`config.mk`:
```
export PLATFORM = sky130hd
export DESIGN_NAME = xor_delta_record_applier
export DESIGN_NICKNAME = d
export VERILOG_FILES = /design/src/sv/dra_pkg.sv /design/src/sv/dra_front.sv /design/src/sv/dra_queue.sv /design/src/sv/dra_back.sv /design/src/sv/xor_delta_record_applier.sv
export SDC_FILE = /design/constraint.sdc
export NUM_CORES = 1
export LEC_CHECK = 0
export BUFFER_PORTS_ARGS = -buffer_cell sky130_fd_sc_hd__buf_2
export CELL_PAD_IN_SITES_DETAIL_PLACEMENT = 0
export CELL_PAD_IN_SITES_GLOBAL_PLACEMENT = 1
export CORE_ASPECT_RATIO = 0.75
export CORE_MARGIN = 10
export CORE_UTILIZATION = 51
export DETAILED_ROUTE_END_ITERATION = 12
export PLACE_DENSITY_LB_ADDON = 0.1
export RECOVER_POWER = 50
export SLEW_MARGIN = 25
export SYNTH_ARGS = -nofsm -noshare
export SYNTH_HDL_FRONTEND = slang
export SYNTH_SLANG_ARGS = --single-unit
```
`constraint.sdc`:
```
create_clock -name clk -period 9.1 [get_ports clk]
set_input_delay 1.365 -clock clk [delete_from_list [all_inputs] [get_ports clk]]
set_output_delay 1.365 -clock clk [all_outputs]
set_load 0.01 [all_outputs]
```
`src/sv/dra_pkg.sv`:
```
`timescale 1ns / 1ps

package dra_pkg;

    // Record layout: 4-byte offset, 4-byte length, little-endian
    localparam int HeaderBytes = 8;
    localparam int FieldBytes  = 4;
    localparam int HdrCntWidth = $clog2(HeaderBytes);

    // Default depth of the queue between parser and output stage
    localparam int QueueDepth = 4;

    // Configuration register indexes
    localparam int CfgIndexWidth = 1;
    localparam logic [CfgIndexWidth-1:0] CFG_BLOB_SIZE  = 1'b0;
    localparam logic [CfgIndexWidth-1:0] CFG_DELTA_SIZE = 1'b1;

    typedef enum logic {
        KIND_NONE  = 1'b0,
        KIND_PATCH = 1'b1
    } kind_t;

    typedef struct packed {
        logic [31:0] blob_size;
        logic [31:0] delta_size;
    } cfg_t;

    typedef struct packed {
        kind_t       kind;
        logic [31:0] address;
        logic [7:0]  mask;
        logic        done;
        logic        ok;
    } result_t;

endpackage

```
`src/sv/dra_front.sv`:
```
`timescale 1ns / 1ps

module dra_front (
    input  logic           clk,
    input  logic           rst_n,
    input  logic [7:0]     delta_byte,
    input  logic           delta_valid,
    output logic           delta_ready,
    input  dra_pkg::cfg_t  cfg,
    output dra_pkg::result_t item,
    output logic           item_valid,
    input  logic           item_ready
);
    import dra_pkg::*;

    logic [31:0]            pos_reg,     pos_next;
    logic [HdrCntWidth-1:0] hdr_cnt_reg, hdr_cnt_next;
    logic [31:0]            offset_reg,  offset_next;
    logic [31:0]            length_reg,  length_next;
    logic [31:0]            remain_reg,  remain_next;
    logic [31:0]            waddr_reg,   waddr_next;
    logic                   error_reg,   error_next;

    logic        accept;
    logic [32:0] pos_ext;
    logic [32:0] pos_inc;
    logic        room_ok;
    logic [31:0] len_full;
    logic [33:0] span_delta;
    logic [32:0] span_blob;
    logic [31:0] field_base;
    logic [31:0] field_merged;
    logic        is_offset_byte;

    // Transfer straight into the queue
    assign accept      = delta_valid && item_ready;
    assign delta_ready = item_ready;
    assign item_valid  = delta_valid;

    // Position arithmetic and header checks
    assign pos_ext    = {1'b0, pos_reg};
    assign pos_inc    = pos_ext + 33'd1;
    assign room_ok    = (pos_ext + 33'(HeaderBytes)) <= {1'b0, cfg.delta_size};
    assign len_full   = {delta_byte, length_reg[23:0]};
    assign span_delta = {1'b0, pos_inc} + {2'b00, len_full};
    assign span_blob  = {1'b0, offset_reg} + {1'b0, len_full};

    // Place the header byte into its field lane
    assign is_offset_byte = (hdr_cnt_reg < HdrCntWidth'(FieldBytes));
    always_comb
    begin
        if (hdr_cnt_reg[1:0] == 2'd0)
        begin
            field_base = '0;
        end
        else if (is_offset_byte)
        begin
            field_base = offset_reg;
        end
        else
        begin
            field_base = length_reg;
        end
        field_merged = field_base;
        field_merged[8*hdr_cnt_reg[1:0] +: 8] = delta_byte;
    end

    // Parse one byte: payload, header, or drop after a fault
    always_comb
    begin
        hdr_cnt_next = hdr_cnt_reg;
        offset_next  = offset_reg;
        length_next  = length_reg;
        remain_next  = remain_reg;
        waddr_next   = waddr_reg;
        error_next   = error_reg;
        pos_next     = (&pos_reg) ? pos_reg : pos_inc[31:0];

        item         = '0;
        item.kind    = KIND_NONE;
        item.address = waddr_reg;
        item.mask    = delta_byte;

        if (!error_reg)
        begin
            if (remain_reg != '0)
            begin
                item.kind   = KIND_PATCH;
                waddr_next  = waddr_reg + 32'd1;
                remain_next = remain_reg - 32'd1;
            end
            else if ((hdr_cnt_reg == '0) && !room_ok)
            begin
                error_next = 1'b1;
            end
            else
            begin
                if (is_offset_byte)
                begin
                    offset_next = field_merged;
                end
                else
                begin
                    length_next = field_merged;
                end

                if (hdr_cnt_reg == HdrCntWidth'(HeaderBytes - 1))
                begin
                    hdr_cnt_next = '0;
                    if ((span_delta > {2'b00, cfg.delta_size}) ||
                        (span_blob > {1'b0, cfg.blob_size}))
                    begin
                        error_next = 1'b1;
                    end
                    else
                    begin
                        remain_next = len_full;
                        waddr_next  = offset_reg;
                    end
                end
                else
                begin
                    hdr_cnt_next = hdr_cnt_reg + HdrCntWidth'(1);
                end
            end
        end

        // Final byte of the stream reports the outcome
        item.done = (pos_inc == {1'b0, cfg.delta_size});
        item.ok   = item.done && !error_next && (hdr_cnt_next == '0) &&
                    (remain_next == '0);
    end

    // Advance parser state on each transfer
    always_ff @(posedge clk or negedge rst_n)
    begin
        if (!rst_n)
        begin
            pos_reg     <= '0;
            hdr_cnt_reg <= '0;
            offset_reg  <= '0;
            length_reg  <= '0;
            remain_reg  <= '0;
            waddr_reg   <= '0;
            error_reg   <= 1'b0;
        end
        else if (accept)
        begin
            pos_reg     <= pos_next;
            hdr_cnt_reg <= hdr_cnt_next;
            offset_reg  <= offset_next;
            length_reg  <= length_next;
            remain_reg  <= remain_next;
            waddr_reg   <= waddr_next;
            error_reg   <= error_next;
        end
    end

endmodule

```
`src/sv/dra_queue.sv`:
```
`timescale 1ns / 1ps

module dra_queue #(
    parameter int DEPTH = dra_pkg::QueueDepth
) (
    input  logic             clk,
    input  logic             rst_n,
    input  dra_pkg::result_t push_data,
    input  logic             push_valid,
    output logic             push_ready,
    output dra_pkg::result_t pop_data,
    output logic             pop_valid,
    input  logic             pop_ready
);
    import dra_pkg::*;

    localparam int PtrWidth   = (DEPTH > 1) ? $clog2(DEPTH) : 1;
    localparam int CountWidth = $clog2(DEPTH + 1);

    result_t                entries [DEPTH];
    logic [PtrWidth-1:0]    wr_ptr_reg, wr_ptr_next;
    logic [PtrWidth-1:0]    rd_ptr_reg, rd_ptr_next;
    logic [CountWidth-1:0]  count_reg,  count_next;
    logic                   push;
    logic                   pop;

    assign push_ready = (count_reg != CountWidth'(DEPTH));
    assign pop_valid  = (count_reg != '0);
    assign pop_data   = entries[rd_ptr_reg];
    assign push       = push_valid && push_ready;
    assign pop        = pop_valid && pop_ready;

    // Wrap pointers at the queue depth
    always_comb
    begin
        wr_ptr_next = wr_ptr_reg;
        rd_ptr_next = rd_ptr_reg;
        count_next  = count_reg;
        if (push)
        begin
            wr_ptr_next = (wr_ptr_reg == PtrWidth'(DEPTH - 1)) ? '0
                          : wr_ptr_reg + PtrWidth'(1);
        end
        if (pop)
        begin
            rd_ptr_next = (rd_ptr_reg == PtrWidth'(DEPTH - 1)) ? '0
                          : rd_ptr_reg + PtrWidth'(1);
        end
        if (push && !pop)
        begin
            count_next = count_reg + CountWidth'(1);
        end
        else if (pop && !push)
        begin
            count_next = count_reg - CountWidth'(1);
        end
    end

    always_ff @(posedge clk or negedge rst_n)
    begin
        if (!rst_n)
        begin
            wr_ptr_reg <= '0;
            rd_ptr_reg <= '0;
            count_reg  <= '0;
        end
        else
        begin
            wr_ptr_reg <= wr_ptr_next;
            rd_ptr_reg <= rd_ptr_next;
            count_reg  <= count_next;
        end
    end

    // Store the pushed entry
    always_ff @(posedge clk)
    begin
        if (push)
        begin
            entries[wr_ptr_reg] <= push_data;
        end
    end

endmodule

```
`src/sv/dra_back.sv`:
```
`timescale 1ns / 1ps

module dra_back (
    input  logic             clk,
    input  logic             rst_n,
    input  dra_pkg::result_t item,
    input  logic             item_valid,
    output logic             item_ready,
    output logic             result_valid,
    input  logic             result_ready,
    output logic             patch_valid,
    output logic [31:0]      patch_address,
    output logic [7:0]       patch_mask,
    output logic             stream_done,
    output logic             stream_ok
);
    import dra_pkg::*;

    logic        valid_reg;
    logic        pvalid_reg,  pvalid_next;
    logic [31:0] address_reg, address_next;
    logic [7:0]  mask_reg,    mask_next;
    logic        done_reg;
    logic        ok_reg;
    logic        load;

    // Refill when the output register is empty or being drained
    assign item_ready = !valid_reg || result_ready;
    assign load       = item_valid && item_ready;

    // Decode the entry kind; only patches carry address and mask
    always_comb
    begin
        unique case (item.kind)
            KIND_PATCH:
            begin
                pvalid_next  = 1'b1;
                address_next = item.address;
                mask_next    = item.mask;
            end
            default:
            begin
                pvalid_next  = 1'b0;
                address_next = '0;
                mask_next    = '0;
            end
        endcase
    end

    always_ff @(posedge clk or negedge rst_n)
    begin
        if (!rst_n)
        begin
            valid_reg <= 1'b0;
        end
        else if (item_ready)
        begin
            valid_reg <= item_valid;
        end
    end

    // Hold the result until the receiver takes it
    always_ff @(posedge clk)
    begin
        if (load)
        begin
            pvalid_reg  <= pvalid_next;
            address_reg <= address_next;
            mask_reg    <= mask_next;
            done_reg    <= item.done;
            ok_reg      <= item.ok;
        end
    end

    assign result_valid  = valid_reg;
    assign patch_valid   = pvalid_reg;
    assign patch_address = address_reg;
    assign patch_mask    = mask_reg;
    assign stream_done   = done_reg;
    assign stream_ok     = ok_reg;

endmodule

```
`src/sv/xor_delta_record_applier.sv`:
```
`timescale 1ns / 1ps

// XOR delta record applier.
// Input channel delta_valid/delta_ready carries one delta_byte per transfer.
// The stream is a run of records: 4-byte little-endian offset, 4-byte
// little-endian length, then that many XOR bytes. Each input byte yields
// exactly one result on result_valid/result_ready: patch_valid with
// patch_address and patch_mask for a payload byte, and stream_done with
// stream_ok on the byte at position delta_size - 1.
// A record that runs past delta_size or blob_size, or a header that starts
// with fewer than 8 bytes left, latches an error: no more patches follow.
// Configuration (cfg_valid/cfg_ready, cfg_index, cfg_data) is always ready;
// index 0 is blob_size, index 1 is delta_size. Write it while idle.
// An input byte is written into the queue at its input transfer, and the output
// register then loads it from the queue, which raises result_valid.
// Throughput is one byte per cycle while the receiver keeps result_ready high;
// the header add/compare in the parser is combinational.
// When the receiver stalls, the queue absorbs up to QUEUE_DEPTH bytes plus
// the output register before delta_ready drops.
// Reset clears stream position, header state, error flag and both registers.
module xor_delta_record_applier #(
    parameter int QUEUE_DEPTH = dra_pkg::QueueDepth
) (
    input  logic                                clk,
    input  logic                                rst_n,
    input  logic                                delta_valid,
    output logic                                delta_ready,
    input  logic [7:0]                          delta_byte,
    output logic                                result_valid,
    input  logic                                result_ready,
    output logic                                patch_valid,
    output logic [31:0]                         patch_address,
    output logic [7:0]                          patch_mask,
    output logic                                stream_done,
    output logic                                stream_ok,
    input  logic                                cfg_valid,
    output logic                                cfg_ready,
    input  logic [dra_pkg::CfgIndexWidth-1:0]   cfg_index,
    input  logic [31:0]                         cfg_data
);
    import dra_pkg::*;

    cfg_t    cfg_reg;
    result_t front_item;
    logic    front_valid;
    logic    front_ready;
    result_t queue_item;
    logic    queue_valid;
    logic    queue_ready;

    // Configuration registers
    assign cfg_ready = 1'b1;

    always_ff @(posedge clk or negedge rst_n)
    begin
        if (!rst_n)
        begin
            cfg_reg <= '0;
        end
        else if (cfg_valid && cfg_ready)
        begin
            unique case (cfg_index)
                CFG_BLOB_SIZE:  cfg_reg.blob_size  <= cfg_data;
                CFG_DELTA_SIZE: cfg_reg.delta_size <= cfg_data;
                default:        cfg_reg            <= cfg_reg;
            endcase
        end
    end

    dra_front u_front (
        .clk         (clk),
        .rst_n       (rst_n),
        .delta_byte  (delta_byte),
        .delta_valid (delta_valid),
        .delta_ready (delta_ready),
        .cfg         (cfg_reg),
        .item        (front_item),
        .item_valid  (front_valid),
        .item_ready  (front_ready)
    );

    dra_queue #(
        .DEPTH (QUEUE_DEPTH)
    ) u_queue (
        .clk        (clk),
        .rst_n      (rst_n),
        .push_data  (front_item),
        .push_valid (front_valid),
        .push_ready (front_ready),
        .pop_data   (queue_item),
        .pop_valid  (queue_valid),
        .pop_ready  (queue_ready)
    );

    dra_back u_back (
        .clk           (clk),
        .rst_n         (rst_n),
        .item          (queue_item),
        .item_valid    (queue_valid),
        .item_ready    (queue_ready),
        .result_valid  (result_valid),
        .result_ready  (result_ready),
        .patch_valid   (patch_valid),
        .patch_address (patch_address),
        .patch_mask    (patch_mask),
        .stream_done   (stream_done),
        .stream_ok     (stream_ok)
    );

`ifndef SYNTHESIS
    // Success is only ever reported on the final byte
    assert property (@(posedge clk) disable iff (!rst_n)
        result_valid |-> (!stream_ok || stream_done))
        else $error("stream_ok without stream_done");

    // Non-patch results carry a zero address and mask
    assert property (@(posedge clk) disable iff (!rst_n)
        (result_valid && !patch_valid) |-> ((patch_address == '0) && (patch_mask == '0)))
        else $error("non-patch result carries address or mask");

    // A result taken with the queue holding data is followed by another result
    assert property (@(posedge clk) disable iff (!rst_n)
        (result_valid && result_ready && queue_valid) |=> result_valid)
        else $error("output register not refilled from queue");
`endif

endmodule
```
# Word-level counts from Yosys, hierarchy flattened
# Memory sizes are Yosys's and may differ from the RTL's.
# Index checks and enable logic that the tools add are counted.
op_classes:
  n_addsub: 12
  magnitude_cmp: 4
  eq_ne: 7
  n_shift: 2
  mux: 30
  bitwise: 6
  reduce_logical: 30
op_table:
  columns: ["operator", "n"]
  rows:
  - ["2-to-1 mux 32 bit", 11]
  - ["adder 33 x 32 -> 34 bit", 1]
  - ["> comparator 34 x 32 -> 1 bit", 1]
  - ["negation 5 -> 34 bit", 1]
  - ["variable shift 8 x 34 -> 32 bit (first input constant)", 1]
  - ["variable part select 8 x 34 -> 32 bit", 1]
  - ["adder 32 x 1 -> 33 bit (second input constant)", 1]
  - ["adder 32 x 32 -> 33 bit", 1]
  - ["adder 32 x 4 -> 33 bit (second input constant)", 1]
  - ["equality test 33 x 32 -> 1 bit", 1]
  - ["> comparator 33 x 32 -> 1 bit", 1]
  - ["less-or-equal comparator 33 x 32 -> 1 bit", 1]
  - ["adder 32 x 1 -> 32 bit (second input constant)", 1]
  - ["bitwise mux 32 bit", 1]
  - ["zero test 32 bit", 1]
  - ["AND reduction 32 bit", 1]
  - ["nonzero test 32 bit", 1]
  - ["subtractor 32 x 1 -> 32 bit (second input constant)", 1]
  - ["2-to-1 mux 3 bit", 6]
  - ["AND reduction 5 bit", 3]
  - ["2-to-1 mux 1 bit", 10]
  - ["logical AND 1 bit", 8]
  - ["adder 3 x 1 -> 3 bit (second input constant)", 2]
  - ["zero test 3 bit", 2]
  - ["other kinds (15)", 32]
totals:
  regBits: 279
  mem_bits_rw: 172
  out_inout_bits: 46
  word_cells: 110
  n_memories: 1
memory_table:
  columns: ["name", "depth", "word_bits", "read_ports", "rd_clocked_by_memory_dff", "write_ports", "line_no", "rtl"]
  rows:
  - ["u_queue.entries", 4, 43, 1, 0, 1, "dra_queue.sv:20", "result_t entries [DEPTH];"]

# Longest topological paths before layout
logic_depth:
  word_depth: 13
  ltp_mapped: 34
  mapped_depth_nobuf: 31

# Cells and area by module
# From an unflattened synthesis, not the netlist that was laid out.
hier_totals:
  hier_cells: 2643
  hier_area_um2: 27331.2
modules_own_cells:
  columns: ["mod", "instances", "cells_each", "area_per_inst_um2", "seq_area_each_um2"]
  rows:
  - ["dra_front", 1, 2152, 16647.2, 4103.9]
  - ["dra_queue", 1, 261, 6633.9, 5340.1]
  - ["xor_delta_record_applier", 1, 139, 2437.3, 1601.5]
  - ["dra_back", 1, 91, 1612.8, 1316.3]

# Least setup slack after synthesis
# Ideal clock, no wire load.
synth_path:
  path_type: "register to register"
  from: "reg u_front.pos_reg[3]"
  to: "mem u_queue.entries[0][0] in the netlist's numbering, data pin"
  setup_ps: 230
  arrival_time_ps: 6832
  required_time_ps: 8870
  setup_slack_ps: 2039
  path_stages_with_launch: 33
  n_path_buf: 2
  path_cell_list: "dfrtp_1 -> ha_1 -> nand3_1 -> or4_1 -> buf_2 -> nor2_1 -> xor2_1 -> ha_1 -> and3_1 -> and4_1 -> o311a_1 -> o21ai_0 -> a21boi_0 -> o21ai_0 -> a21boi_0 -> o21ai_0 -> a21boi_0 -> nor4_1 -> a311o_1 -> ha_1 -> a211oi_1 -> o21ai_0 -> a211oi_1 -> o21ai_0 -> o2111ai_1 -> o2111a_1 -> o211ai_2 -> or2_1 -> buf_6 -> or3_1 -> a31o_1 -> or4_1 -> a2111oi_2"
synth_lines:
  columns: ["item", "line_no", "rtl"]
  rows:
  - ["from (decl)", "dra_front.sv:16", "logic [31:0] pos_reg, pos_next;"]
  - ["from (signal assigned)", "dra_front.sv:149", "pos_reg <= pos_next;"]
  - ["to (decl)", "dra_queue.sv:20", null]

==> run metrics <==
status=finished with violations; failing checks=capacitance limit, slew limit; Max Fclk=0.118 GHz; synthesis warning total=0; Synth Area per Inst=around 10 um^2; Num CTS Buffers=46; DRT Pass-1 Iters=8; initial DRC count=2345; total power=around 5900 uW; max-slew violations=between 400 and 500; P&R area growth vs syn=10.1%; Yosys top cell by area=edfxtp_1; GRT Residual Overflow=0; initial antenna violation count=2; Max-Cap Viols=9; register area share after synthesis=between 40% and 50%; crit-path most repeated cell=o21ai_0; CP Max Fanout=9; row count=73; clk sinks=451; initial core utilization=51.5%; CTS root buf=clkbuf_16; Die Wd=~290 um; CTS tree=done; Fin Setup TNS=0 ps; ant diodes=0; maximum vdd drop=around 0.18 mV; I/O Pins=92; period utilization=a little over 90%; startpoint types=flop; Vias=a little over 20000; wire length per cell=around 25 um; CP Class=reg -> reg; clock network latency to the later pin of the worst-skew pair=roughly 630 ps; Final GP Congestion=approximately 0.96; CP max stage cell=or4_4; Pleak=roughly 0.013 uW; CP peak stage delay=640 ps; CP Capture Type=flop; syn nets=roughly 2800; Post-CTS Hold Fix Bufs=0; Detail Placement HPWL=about 64 mm; Pwr Density=197 mW/mm^2; Synth cell types=96; GRT Resource Usage Total=a little over a quarter; port buffer count=90; number of synthesized register bits=451; DR vias/cell=6.07; worst hold path class=reg -> reg; RSZ-0062 raised after global routing=no; Synth async-reset ratio=52.3%; Syn Inst Count=approximately 2600; Rel. slew slack=-232%; core area=around 0.053 mm^2; first-pass GRT wire length=approximately 130 mm; slew of the pin with the lowest slew margin=4990 ps; Top FF cell, synth=dfrtp_1; worst endpoint required time=around 9500 ps; top cells by area, synth=edfxtp_1 24%, dfrtp_1 22%, ha_1 8.3%; minimum clock period=~8500 ps; Layout Nets=approximately 2900; Clock transition at path regs=approximately 70 ps; largest net degree at the start of global routing=slightly below 90; vias in the first global route=~20000; clock buffer depth=3; share of the synthesized area in the top cell type=a little under a quarter; layout cells sized above 1=about an eighth; Synth Cell Area=between 0.02 and 0.03 mm^2; Post-Route WL=between 80 and 90 mm; Residual DRC=0; Die Height=~220 um; final number of hold-violating endpoints=0; H-tree depth=2; max reg flops=between 150 and 200; remaining antenna violation count after routing=0; Final setup viols=0; dpl cells=about 3300; non-filler cells, final=~3400; Post-synth EDFFs=between 200 and 250; total die area=between 0.06 and 0.07 mm^2; WP data arrival=just under 9000 ps; final setup skew=50.8 ps
## final timing paths
check	cells past startpoint	to	from	slack [ps]
setup / recovery	30	u_queue.entries[0][0]	u_front.pos_reg[4]	600
hold / removal	1	cfg_reg[21]	cfg_reg[21]	510
setup reg to reg	30	u_queue.entries[0][0]	u_front.pos_reg[4]	600
hold reg to reg	1	cfg_reg[21]	cfg_reg[21]	510
max in group asynchronous	3	cfg_reg[21]	rst_n	2300
min in group asynchronous	1	u_front.pos_reg[30]	rst_n	2530
## final cells by class
cell class | instances | area [um^2]
fillers | 4592 | 22900
multi-input cells | 1923 | 14000
flip-flops and latches | 451 | 12400
clock buffers | 58 | 1230
well taps | 712 | 891
repair buffers | 135 | 772
inverters | 118 | 443
clock inverters | 28 | 313
## where the power goes
group	internal (uW)	total (uW)	switching, uW
combinational	539	1340	805
clock	1080	1960	875
sequential	2460	2630	165
total	4080	5930	1850
## synth_stat cells (31+ instances only)
master      n
a21o_1     36
a21oi_1   220
and3_1     31
clkbuf_1   76
dfrtp_1   236
edfxtp_1  215
ha_1      182
inv_1     117
mux2_2     70
mux2i_1    38
mux4_2     42
nand2_1   218
nand3_1    47
nand4_1    55
nor2_1    200
nor2b_1    54
nor3_1     53
o21ai_0   170
xnor2_1   120
xor2_1     66
## critical path: cells and delay by family (launching register included)
family	cells	cell delay (ps)
and+or+nand+nor	8	2590
adders and majority gates	3	960
DFF	1	500
xor gates and xnor gates	1	130
AOI/OAI and AO/OA	17	3860
muxes	1	200
## cells in the final DEF (no fill, tap or decap), types with 9 or more instances in the layout
cell | synthesis | routed
or3_1 | 19 | 19
buf_4 | 4 | 32
a31oi_1 | 14 | 14
mux2i_1 | 38 | 38
o22ai_1 | 23 | 23
nor2_1 | 200 | 196
nand2_1 | 218 | 218
xnor2_1 | 120 | 120
a21o_1 | 36 | 36
clkbuf_16 | 0 | 46
nand2b_1 | 15 | 15
clkbuf_1 | 76 | 32
and3_1 | 31 | 27
a21oi_1 | 220 | 219
and2_1 | 12 | 12
nor4_1 | 16 | 16
buf_2 | 28 | 78
a211oi_1 | 12 | 12
xor2_1 | 66 | 66
xnor3_1 | 11 | 11
mux4_2 | 42 | 42
nand3_1 | 47 | 46
nor2b_1 | 54 | 53
nor3_1 | 53 | 53
ha_1 | 182 | 181
nand4_1 | 55 | 55
dfrtp_1 | 236 | 235
edfxtp_1 | 215 | 215
o31ai_1 | 11 | 11
inv_1 | 117 | 117
clkinv_2 | 0 | 9
o21a_1 | 17 | 17
o21ai_0 | 170 | 168
or4_1 | 13 | 12
mux2_2 | 70 | 70
## routing by layer
metal	vias to the layer above	global-route usage [%]	part of all wire, %
met2	774	38.3	41
met5	-	0	0
li1	9698	-	-
met1	10200	39.6	47
met4	0	5.12	1.7
met3	100	9.39	11
## logic make-up (layout without fill, tap and decap cells)
logic type / count (synthesis) / count (layout) / share of synthesized area, %
AO/OA/AOI/OAI: 604 / 604 / 13.4
XOR/XNOR: 197 / 197 / 6.88
adder cells (fa/ha/maj): 185 / 185 / 8.57
buffers and inverters: 244 / 339 / 3.57
flip-flops: 451 / 451 / 45.3
multiplexers: 150 / 150 / 7.75
other: 1 / 1 / 0.0137
AND/OR/NAND/NOR: 786 / 786 / 14.5
## repair_timing
item	in CTS	in global routing
setup endpoints to repair	0	4
setup buffers	0	1
resized for setup	0	7
## metrics by stage
| step | hold WS, ps | area, um^2 | utilization, % | worst slack (ps) |
|---|---|---|---|---|
| CTS | 508 | 30000 | 56.7 | 157 |
| global route | 518 | 30000 | 56.7 | 0.386 |
| finish | 506 | 30000 | 56.7 | 598 |
| floorplan | 464 | 27300 | - | 2040 |
| detailed placement | 494 | 28500 | 53.8 | 207 |
| global placement | 480 | 28500 | 53.8 | 514 |
Power figures use the tool's default switching activity.
